## config.mk

```make
export PLATFORM = sky130hd
export DESIGN_NAME = vup_ram
export DESIGN_NICKNAME = d
export VERILOG_FILES = /design/src/rtl/vup_ram.sv
export SDC_FILE = /design/constraint.sdc
export NUM_CORES = 2
export LEC_CHECK = 0
export BUFFER_PORTS_ARGS = -buffer_cell sky130_fd_sc_hd__buf_2
export CAP_MARGIN = 5
export CORE_UTILIZATION = 35
export DETAILED_ROUTE_END_ITERATION = 8
export SYNTH_ARGS = -nofsm -noshare
export SYNTH_HDL_FRONTEND = slang
export SYNTH_SLANG_ARGS = --single-unit
```

## constraint.sdc

```tcl
create_clock -name clk -period 3.7 [get_ports clk]
set_input_delay 0.185 -clock clk [delete_from_list [all_inputs] [get_ports clk]]
set_output_delay 0.185 -clock clk [all_outputs]
set_load 0.02 [all_outputs]
```

## src/rtl/vup_ram.sv

```systemverilog
// ----------------------------------------------------------------------------
// vup_ram
// Single-port byte memory with registered read data.
// ----------------------------------------------------------------------------
`default_nettype none

module vup_ram #(
	parameter int DEPTH = 256,
	parameter int AW    = 8
) (
	input  wire logic          clk,
	input  wire logic          we,
	input  wire logic          re,
	input  wire logic [AW-1:0] addr,
	input  wire logic [7:0]    wdata,
	output logic [7:0]         rdata
);
	logic [7:0] mem [DEPTH];

	// Write on request, register read data on request
	always_ff @(posedge clk) begin
		if (we) begin
			mem[addr] <= wdata;
		end
		if (re) begin
			rdata <= mem[addr];
		end
	end
endmodule

`default_nettype wire

```

==> metrics.txt <==
Switching Share between 20% and 30%; CTS tree yes; CP top delay family compound AO/OA/AOI/OAI gates; switching power approximately 0.010 W; Relative slew margins roughly 22%; Boundary Pins 27; Die X around 480 um; Synth Warn # 0; cell depth of the worst hold path 4; Worst path slowest cell o41ai_1; final setup fails 0; die footprint 0.2264 mm2; register area share after synthesis between 70% and 80%; Mapped Avg Cell Area 22.15 um2; fin cells approximately 7100; hold wc startpoint we; Routed WL 196500 um; clock sinks 2056; total global-route track usage between 15 and 20%; part of the power in registers 52.6%; Fill cells 19230; min Tclk post-route ~3.1 ns; peak supply drop around 0.5 mV; placed cell areas about 0.085 mm2; initial antenna violation count 6; Inst Count DP between 6000 and 7000; Die H around 480 um; crit start category flop; internal power ~0.039 W; Layout Skew 0.02516 ns; Hold Fails Final Rpt 0; setup ws final 0.6189 ns; DRT iter0 DRCs 4342; crit path cell chain mux4_2, a22oi_1, a21oi_1, o41ai_1, buf_4, nand4_1; first-pass GRT wire length 285700 um; Starting Density a little over a third; PwrDens ~530 mW/mm2; grt ovf 0; syn nets between 3000 and 4000; Crit path buffers/inverters 1; Worst-Margin Slew 1.153 ns; Crit. End Element flop; area grow syn2layout 17.29%; status finished, final reports clean; htree depth 4; routability cong. between 0.8 and 0.9; Pre-antenna DRT Iters 7; FP Rows approximately 170; clk slew on worst S/H paths 0.06 ns; r2r startpoint mem[239][1]; Comb power frac around 4.6%; Routed WL per cell 27.53 um; min-delay worst type input pin to flop; R2R depth 6; Cells after Synth roughly 3500; largest net degree at the start of global routing 140; Clk pwr share 42.7%; Synth Register Bits between 2000 and 2500; Multi-input gate area 0.01582 mm2; Leakage Power between 20 and 30 nW; crit path from mem[239][1]; Port-buffer cells 26; DR vias/cell between 5 and 6; core box area around 0.22 mm2; critical path arrival 3.64 ns; CTS max path bufs 3; register area 0.06174 mm2; internal reg-to-reg setup slack between 0.6 and 0.7 ns; final period utilization 83.27%; Worst path max stage delay about 1.1 ns; Crit Path Class flop to flop; Yosys cell types 21; Req. time, crit path around 4.3 ns; f_max 0.3246 GHz; max-cap violations 0; PostCTS Resize Cnt 0; Finished Cell Area between 0.09 and 0.1 mm2; worst skew pair latency 0.84 ns; Synth Cell Area about 0.079 mm2; fin nets 4008; root buffer cell clkbuf_16; Critical Path Stages 6; detailed placement HPWL around 120000 um; vias in the first global route 39360; ANT nets after route 0; number of remaining DRC errors 0; R2R Path End rdata[1]; worst-path fanout max 1; CTS Buf Count 204; Power Total a little under 0.05 W; worst slack, placed -0.01407 ns; max-slew violation count 0; RSZ-0062 raised after global routing no; critical path endpoint rdata[1]; layout cells sized above 1 between 30% and 40%; Vias 38350
==> cells in the final DEF (no fill, tap or decap), types with 6 or more instances in the layout <==
| master | instances |
|---|---|
| a21oi_1 | 128 |
| clkbuf_1 | 35 |
| mux4_2 | 512 |
| clkinv_1 | 48 |
| nor2_1 | 231 |
| clkbuf_16 | 206 |
| o41ai_1 | 26 |
| dlygate4sd3_1 | 9 |
| nand3_1 | 10 |
| buf_2 | 16 |
| buf_12 | 42 |
| nand2_1 | 28 |
| clkinv_2 | 43 |
| buf_8 | 10 |
| inv_16 | 6 |
| edfxtp_1 | 2056 |
| nand4_1 | 8 |
| a22oi_1 | 256 |
| buf_4 | 391 |
| o41ai_2 | 6 |
| nor3_1 | 30 |
| bufinv_16 | 25 |
==> cell type report <==
| type | instances | area share (%) |
|---|---|---|
| clock buffer | 241 | 5.736 |
| clock inverter | 136 | 1.606 |
| antenna | 2 | 0.005431 |
| tap | 2975 | 4.039 |
| sequential | 2056 | 67.00 |
| multi-input combinational | 1258 | 17.17 |
| inverter | 1 | 0.004073 |
| timing repair buffer | 468 | 4.445 |
==> registers in the layout (all words and copies together) (netlist names) <==
register	cells
mem	2048
rdata	8
==> through the flow <==
step | hold slack [ns] | setup TNS (ns) | utilization (%)
after floorplan | 0.2839 | 0 | -
after global routing | 0.1710 | 0 | 41.37
after global placement | 0.6013 | -0.1529 | 38.29
after detailed placement | 0.5942 | -0.01407 | 38.29
final | 0.1793 | 0 | 41.37
after CTS | 0.1152 | 0 | 41.37
==> worst register-to-register path, stage by stage, from the launching register on <==
cell,delay (ns)
edfxtp_1,0.35
mux4_2,0.53
a22oi_1,0.29
a21oi_1,0.22
o41ai_1,1.07
buf_4,0.26
nand4_1,0.08
==> cell families after synthesis <==
family	share of synthesized area [%]
AO/OA/AOI/OAI	3.618
multiplexers	14.68
buffers and inverters	1.400
flip-flops	78.58
AND/OR/NAND/NOR	1.731
==> worst min path at each step <==
stage	end	slack (ns)
global route	mem[184][6]	0.17
global placement	rdata[1]	0.60
detailed placement	rdata[1]	0.59
CTS	mem[184][6]	0.12
finish	mem[184][6]	0.18
floorplan	mem[0][0]	0.28
==> timing repair <==
| action | CTS | global route |
|---|---|---|
| hold endpoints to repair | 730 | 0 |
| hold buffers | 9 | 0 |
| endpoints found under the setup margin | 0 | 0 |
| setup buffers | 0 | 0 |
==> routing by layer <==
metal | GRT usage, % | wire, um | up-vias
met5 | 0 | 14 | -
met4 | 5.444 | 5631 | 2
met3 | 3.082 | 13700 | 299
met2 | 27.94 | 95180 | 1459
met1 | 24.27 | 81960 | 20610
li1 | - | - | 15980
==> synth_stat cells (all sizes together) <==
master | instances | share of area, %
nor3 | 30 | 0.19
a22oi | 256 | 2.4
o41ai | 32 | 0.36
or3 | 1 | 0.0080
or2 | 2 | 0.016
nor2b | 7 | 0.056
a21oi | 128 | 0.82
nand4 | 8 | 0.064
clkbuf | 145 | 0.69
inv | 1 | 0.0048
nand2 | 28 | 0.13
mux4 | 512 | 15
buf | 87 | 0.70
nand3 | 13 | 0.083
and2 | 3 | 0.024
nor2 | 232 | 1.1
nand2b | 6 | 0.048
edfxtp | 2056 | 79
==> power by group through the flow <==
stage,combinational [W],clock (W),sequential [W]
global placement,0.00227,0,0.0262
CTS,0.00231,0.0213,0.0257
floorplan,0.00114,0,0.0262
global route,0.00240,0.0221,0.0257
finish,0.00227,0.0209,0.0257
detailed placement,0.00229,0,0.0262
(Power assumes the default switching activity.)
