<file path="config.mk">
export PLATFORM = sky130hd
export DESIGN_NAME = vup_addr_step
export DESIGN_NICKNAME = d
export VERILOG_FILES = /design/src/rtl/vup_pkg.sv /design/src/rtl/vup_addr_step.sv
export SDC_FILE = /design/constraint.sdc
export NUM_CORES = 1
export LEC_CHECK = 0
export CORE_UTILIZATION = 30
export DETAILED_ROUTE_END_ITERATION = 10
export DONT_BUFFER_PORTS = 1
export PLACE_DENSITY = 0.48
export SLEW_MARGIN = 40
export SYNTH_ARGS = -nofsm -noshare
export SYNTH_HDL_FRONTEND = slang
export SYNTH_SLANG_ARGS = --single-unit
</file>
<file path="constraint.sdc">
create_clock -name vclk -period 1.8
set_input_delay 0.36 -clock vclk [all_inputs]
set_output_delay 0.36 -clock vclk [all_outputs]
set_load 0.02 [all_outputs]
</file>
<file path="src/rtl/vup_pkg.sv">
// ----------------------------------------------------------------------------
// vup_pkg
// Shared types and constants of the video unit register port.
// ----------------------------------------------------------------------------
`default_nettype none

package vup_pkg;

	// Default sizes of the two memories
	localparam int VRAM_ADDR_BITS_DEF = 14;
	localparam int OAM_BYTES_DEF      = 256;

	// Field widths
	localparam int ADDR_W = 15;
	localparam int BYTE_W = 8;

	// Reset values of the control and mask registers
	localparam logic [BYTE_W-1:0] CTRL_RESET = 8'h90;
	localparam logic [BYTE_W-1:0] MASK_RESET = 8'h18;

	// Access direction
	localparam logic MODE_WRITE = 1'b0;
	localparam logic MODE_READ  = 1'b1;

	// Top six bits of a 14-bit address in palette space
	localparam logic [5:0] PALETTE_PAGE = 6'h3F;

	// Coarse Y values with special wrap behavior
	localparam logic [4:0] COARSE_Y_LAST_ROW = 5'd29;
	localparam logic [4:0] COARSE_Y_MAX      = 5'd31;

	// Register numbers
	typedef enum logic [2:0] {
		REG_CTRL     = 3'd0,
		REG_MASK     = 3'd1,
		REG_STATUS   = 3'd2,
		REG_OAM_ADDR = 3'd3,
		REG_OAM_DATA = 3'd4,
		REG_SCROLL   = 3'd5,
		REG_ADDR     = 3'd6,
		REG_DATA     = 3'd7
	} reg_sel_t;

	// Where the bus latch of an access in flight comes from
	typedef enum logic [1:0] {
		LATCH_KNOWN  = 2'd0, // latch value already settled at transfer
		LATCH_OAM    = 2'd1, // sprite memory read data
		LATCH_VRAM   = 2'd2, // video memory read data (palette space)
		LATCH_REFILL = 2'd3  // old buffer to latch, video data to buffer
	} latch_src_t;

endpackage

`default_nettype wire

</file>
<file path="src/rtl/vup_addr_step.sv">
// ----------------------------------------------------------------------------
// vup_addr_step
// Next video address after a data access: +1 / +32 when idle,
// coarse X step followed by Y step while rendering.
// ----------------------------------------------------------------------------
`default_nettype none

module vup_addr_step (
	input  wire logic [vup_pkg::ADDR_W-1:0] addr,
	input  wire logic                       rendering,
	input  wire logic                       inc32,
	output logic [vup_pkg::ADDR_W-1:0]      next_addr
);
	import vup_pkg::*;

	logic [ADDR_W-1:0] ax;
	logic [ADDR_W-1:0] ay;
	logic [4:0]        cy;

	always_comb begin
		// Coarse X step, wrap into the neighbor nametable
		ax = addr;
		if (addr[4:0] == 5'h1F) begin
			ax[4:0] = 5'h00;
			ax[10]  = ~addr[10];
		end else begin
			ax[4:0] = addr[4:0] + 5'd1;
		end

		// Y step: fine Y first, then coarse Y
		ay = ax;
		cy = ax[9:5];
		if (ax[14:12] != 3'h7) begin
			ay[14:12] = ax[14:12] + 3'd1;
		end else begin
			ay[14:12] = 3'h0;
			if (cy == COARSE_Y_LAST_ROW) begin
				cy     = 5'd0;
				ay[11] = ~ax[11];
			end else if (cy == COARSE_Y_MAX) begin
				cy = 5'd0;
			end else begin
				cy = cy + 5'd1;
			end
			ay[9:5] = cy;
		end

		// Pick the step
		if (rendering) begin
			next_addr = ay;
		end else if (inc32) begin
			next_addr = addr + ADDR_W'(32);
		end else begin
			next_addr = addr + ADDR_W'(1);
		end
	end
endmodule

`default_nettype wire

</file>
==> results.md <==
- Status: finished with violations
- Violated checks: negative setup slack
- Minimum clock period: 1.83 ns
- Vias in the first global route: 669
- Critical path data required time: 1.44 ns
- Most common library cell in the layout ignoring fill and taps: buf_4
- Layout Nets: 132
- DRC viols: 0
- Routed vias: 755
- # rows: 16
- # IOs: 32
- Sum Neg Setup Slack: -0.0253 ns
- CP Max Fanout: 7
- Die ar.: 0.00232 mm^2
- Drt first-iter violations: 10
- Syn Std Cell Area: 641 um^2
- Synthesized Nets: 117
- Hold Path Stages: 1
- M1 WL: 884 um
- Layout cells sized above 1: 39.6%
- Final Hold Fails: 0
- Syn Inst Count: 93
- Final WL: 1960 um
- PD cells: 218 mW/mm^2
- Drt pass-1 iters: 4
- Yosys top cell area share: 13.7%
- CLK BUF: 0
- First-pass GRT wire length: 2990 um
- Met2 wire length: 932 um
- Total power: 208 uW
- Setup violations, final: 1
- Initial antenna violation count: 0
- Unrepaired setup endpoints after global routing: true
- Routed len/inst: 14.7 um
- Tot GR Track Use: 17.7%
- Critical path class: input pin to output pin
- Sequential fraction of the synthesis area: 0%
- Hold EP: next_addr[0]
- Largest net degree at the start of global routing: 22
- PortBufs: 0
- Commonest cells after routing, fill and taps aside: buf_4, nand2_1, xor2_1, ha_4
- Hold WC Path Type: input pin to output pin
- Syn-to-layout area delta: 48.6%
- Pins over their slew limit: 0
- Max layer used: met3
- # hold bufs at CTS: 0
- Slew headroom: 75.7%
- Post-DRT Antenna Nets: 0
- Die width: 48.2 um
- Seq cells: 0
- Leak pwr: 0.000339 uW
- Count of cell types in the netlist: 38
- Top cell type by total area after synthesis: ha_1
- Worst-margin pin slew: 0.363 ns
- Placer Congestion: 0.805
- Worst Path Arrival: 1.47 ns
- Routed vias/inst: 5.68
- Yosys warns: 0
- Hpwl dp: 1600 um
- Syn Area/Cell: 6.89 um^2
- # fillers: 204
- Core Region: 0.00198 mm^2
- Setup slack after layout: -0.0253 ns
- GRT overflow: 0
- Fmax: 0.548 GHz
- Final Cycle Share: 101%
- Antenna diodes: 0
- Initial Util: 32.3%
- Startpoint class of the critical path: input pin
- Top post-synthesis cells by area: ha_1, xor2_1, nand2_1
- Maxcap violations: 0
- Crit. End Element: output pin
- Die Height: 48.2 um
- Register area: 0 um^2
- Metal3 WL: 140 um
- IR Drop Worst-Case VDD: 0.125 mV
- Hold path start: addr[0]
==> routing by layer <==
layer | track usage [%] | vias to the layer above
met5 | 0 | -
met4 | 0 | 0
met3 | 1.85 | 0
met2 | 31.7 | 23
met1 | 24.0 | 351
li1 | - | 381
==> synth_stat cells (4+ instances only) <==
cell type,n
a21oi_1,7
ha_1,7
inv_1,4
nand2_1,10
nand3_1,4
nor3_1,4
o21ai_0,4
o21ai_1,4
xor2_1,5
==> critical path, cell delays in order <==
cell,delay (ns)
ha_4,0.14
and3_4,0.15
ha_4,0.16
a211oi_4,0.23
buf_4,0.16
a2bb2oi_2,0.14
buf_6,0.13
==> cell families after synthesis <==
kind of cell	Yosys count	share of synthesized area [%]
AO/OA/AOI/OAI	29	31.8
XOR/XNOR	8	10.9
adder cells (fa/ha/maj)	7	13.7
buffers and inverters	8	5.27
multiplexers	2	3.32
AND/OR/NAND/NOR	39	35.0
==> worst max-delay path by stage <==
stage	endpoint	cells past startpoint	from	slack, ns
CTS	next_addr[7]	7	addr[6]	-0.03
floorplan	next_addr[7]	6	addr[12]	-0.04
detailed placement	next_addr[7]	7	addr[12]	-0.15
global route	next_addr[7]	7	addr[6]	-0.09
finish	next_addr[7]	7	addr[6]	-0.03
global placement	next_addr[7]	7	addr[12]	-0.10
==> timing repair <==
item                       CTS  global route
pin swaps                    8             3
setup endpoints to repair   14             7
gates resized for setup     11             4
setup buffers                1             0
==> power breakdown <==
part           internal [uW]  total, uW  switching [uW]
clock network              0          0               0
registers                  0          0               0
logic                   97.1        208             111
==> stage by stage <==
stage / setup slack (ns) / std cells / utilization [%] / hold WS (ns) / instance area [um^2]
floorplan: -0.0408 / 93 / - / 0.792 / 727
global placement: -0.101 / 132 / 43.5 / 0.795 / 862
detailed placement: -0.150 / 132 / 43.5 / 0.795 / 862
CTS: -0.0301 / 133 / 47.5 / 0.795 / 941
global route: -0.0888 / 133 / 48.0 / 0.800 / 952
finish: -0.0253 / 133 / 48.0 / 0.795 / 952
==> area by class of cell <==
cell class | count | area [um^2] | area share (%)
timing repair buffer | 17 | 131 | 13.8
inverter | 4 | 15.0 | 1.58
multi-input combinational | 85 | 772 | 81.1
tap | 27 | 33.8 | 3.55
Note: power is estimated with default switching activity, not from simulation.
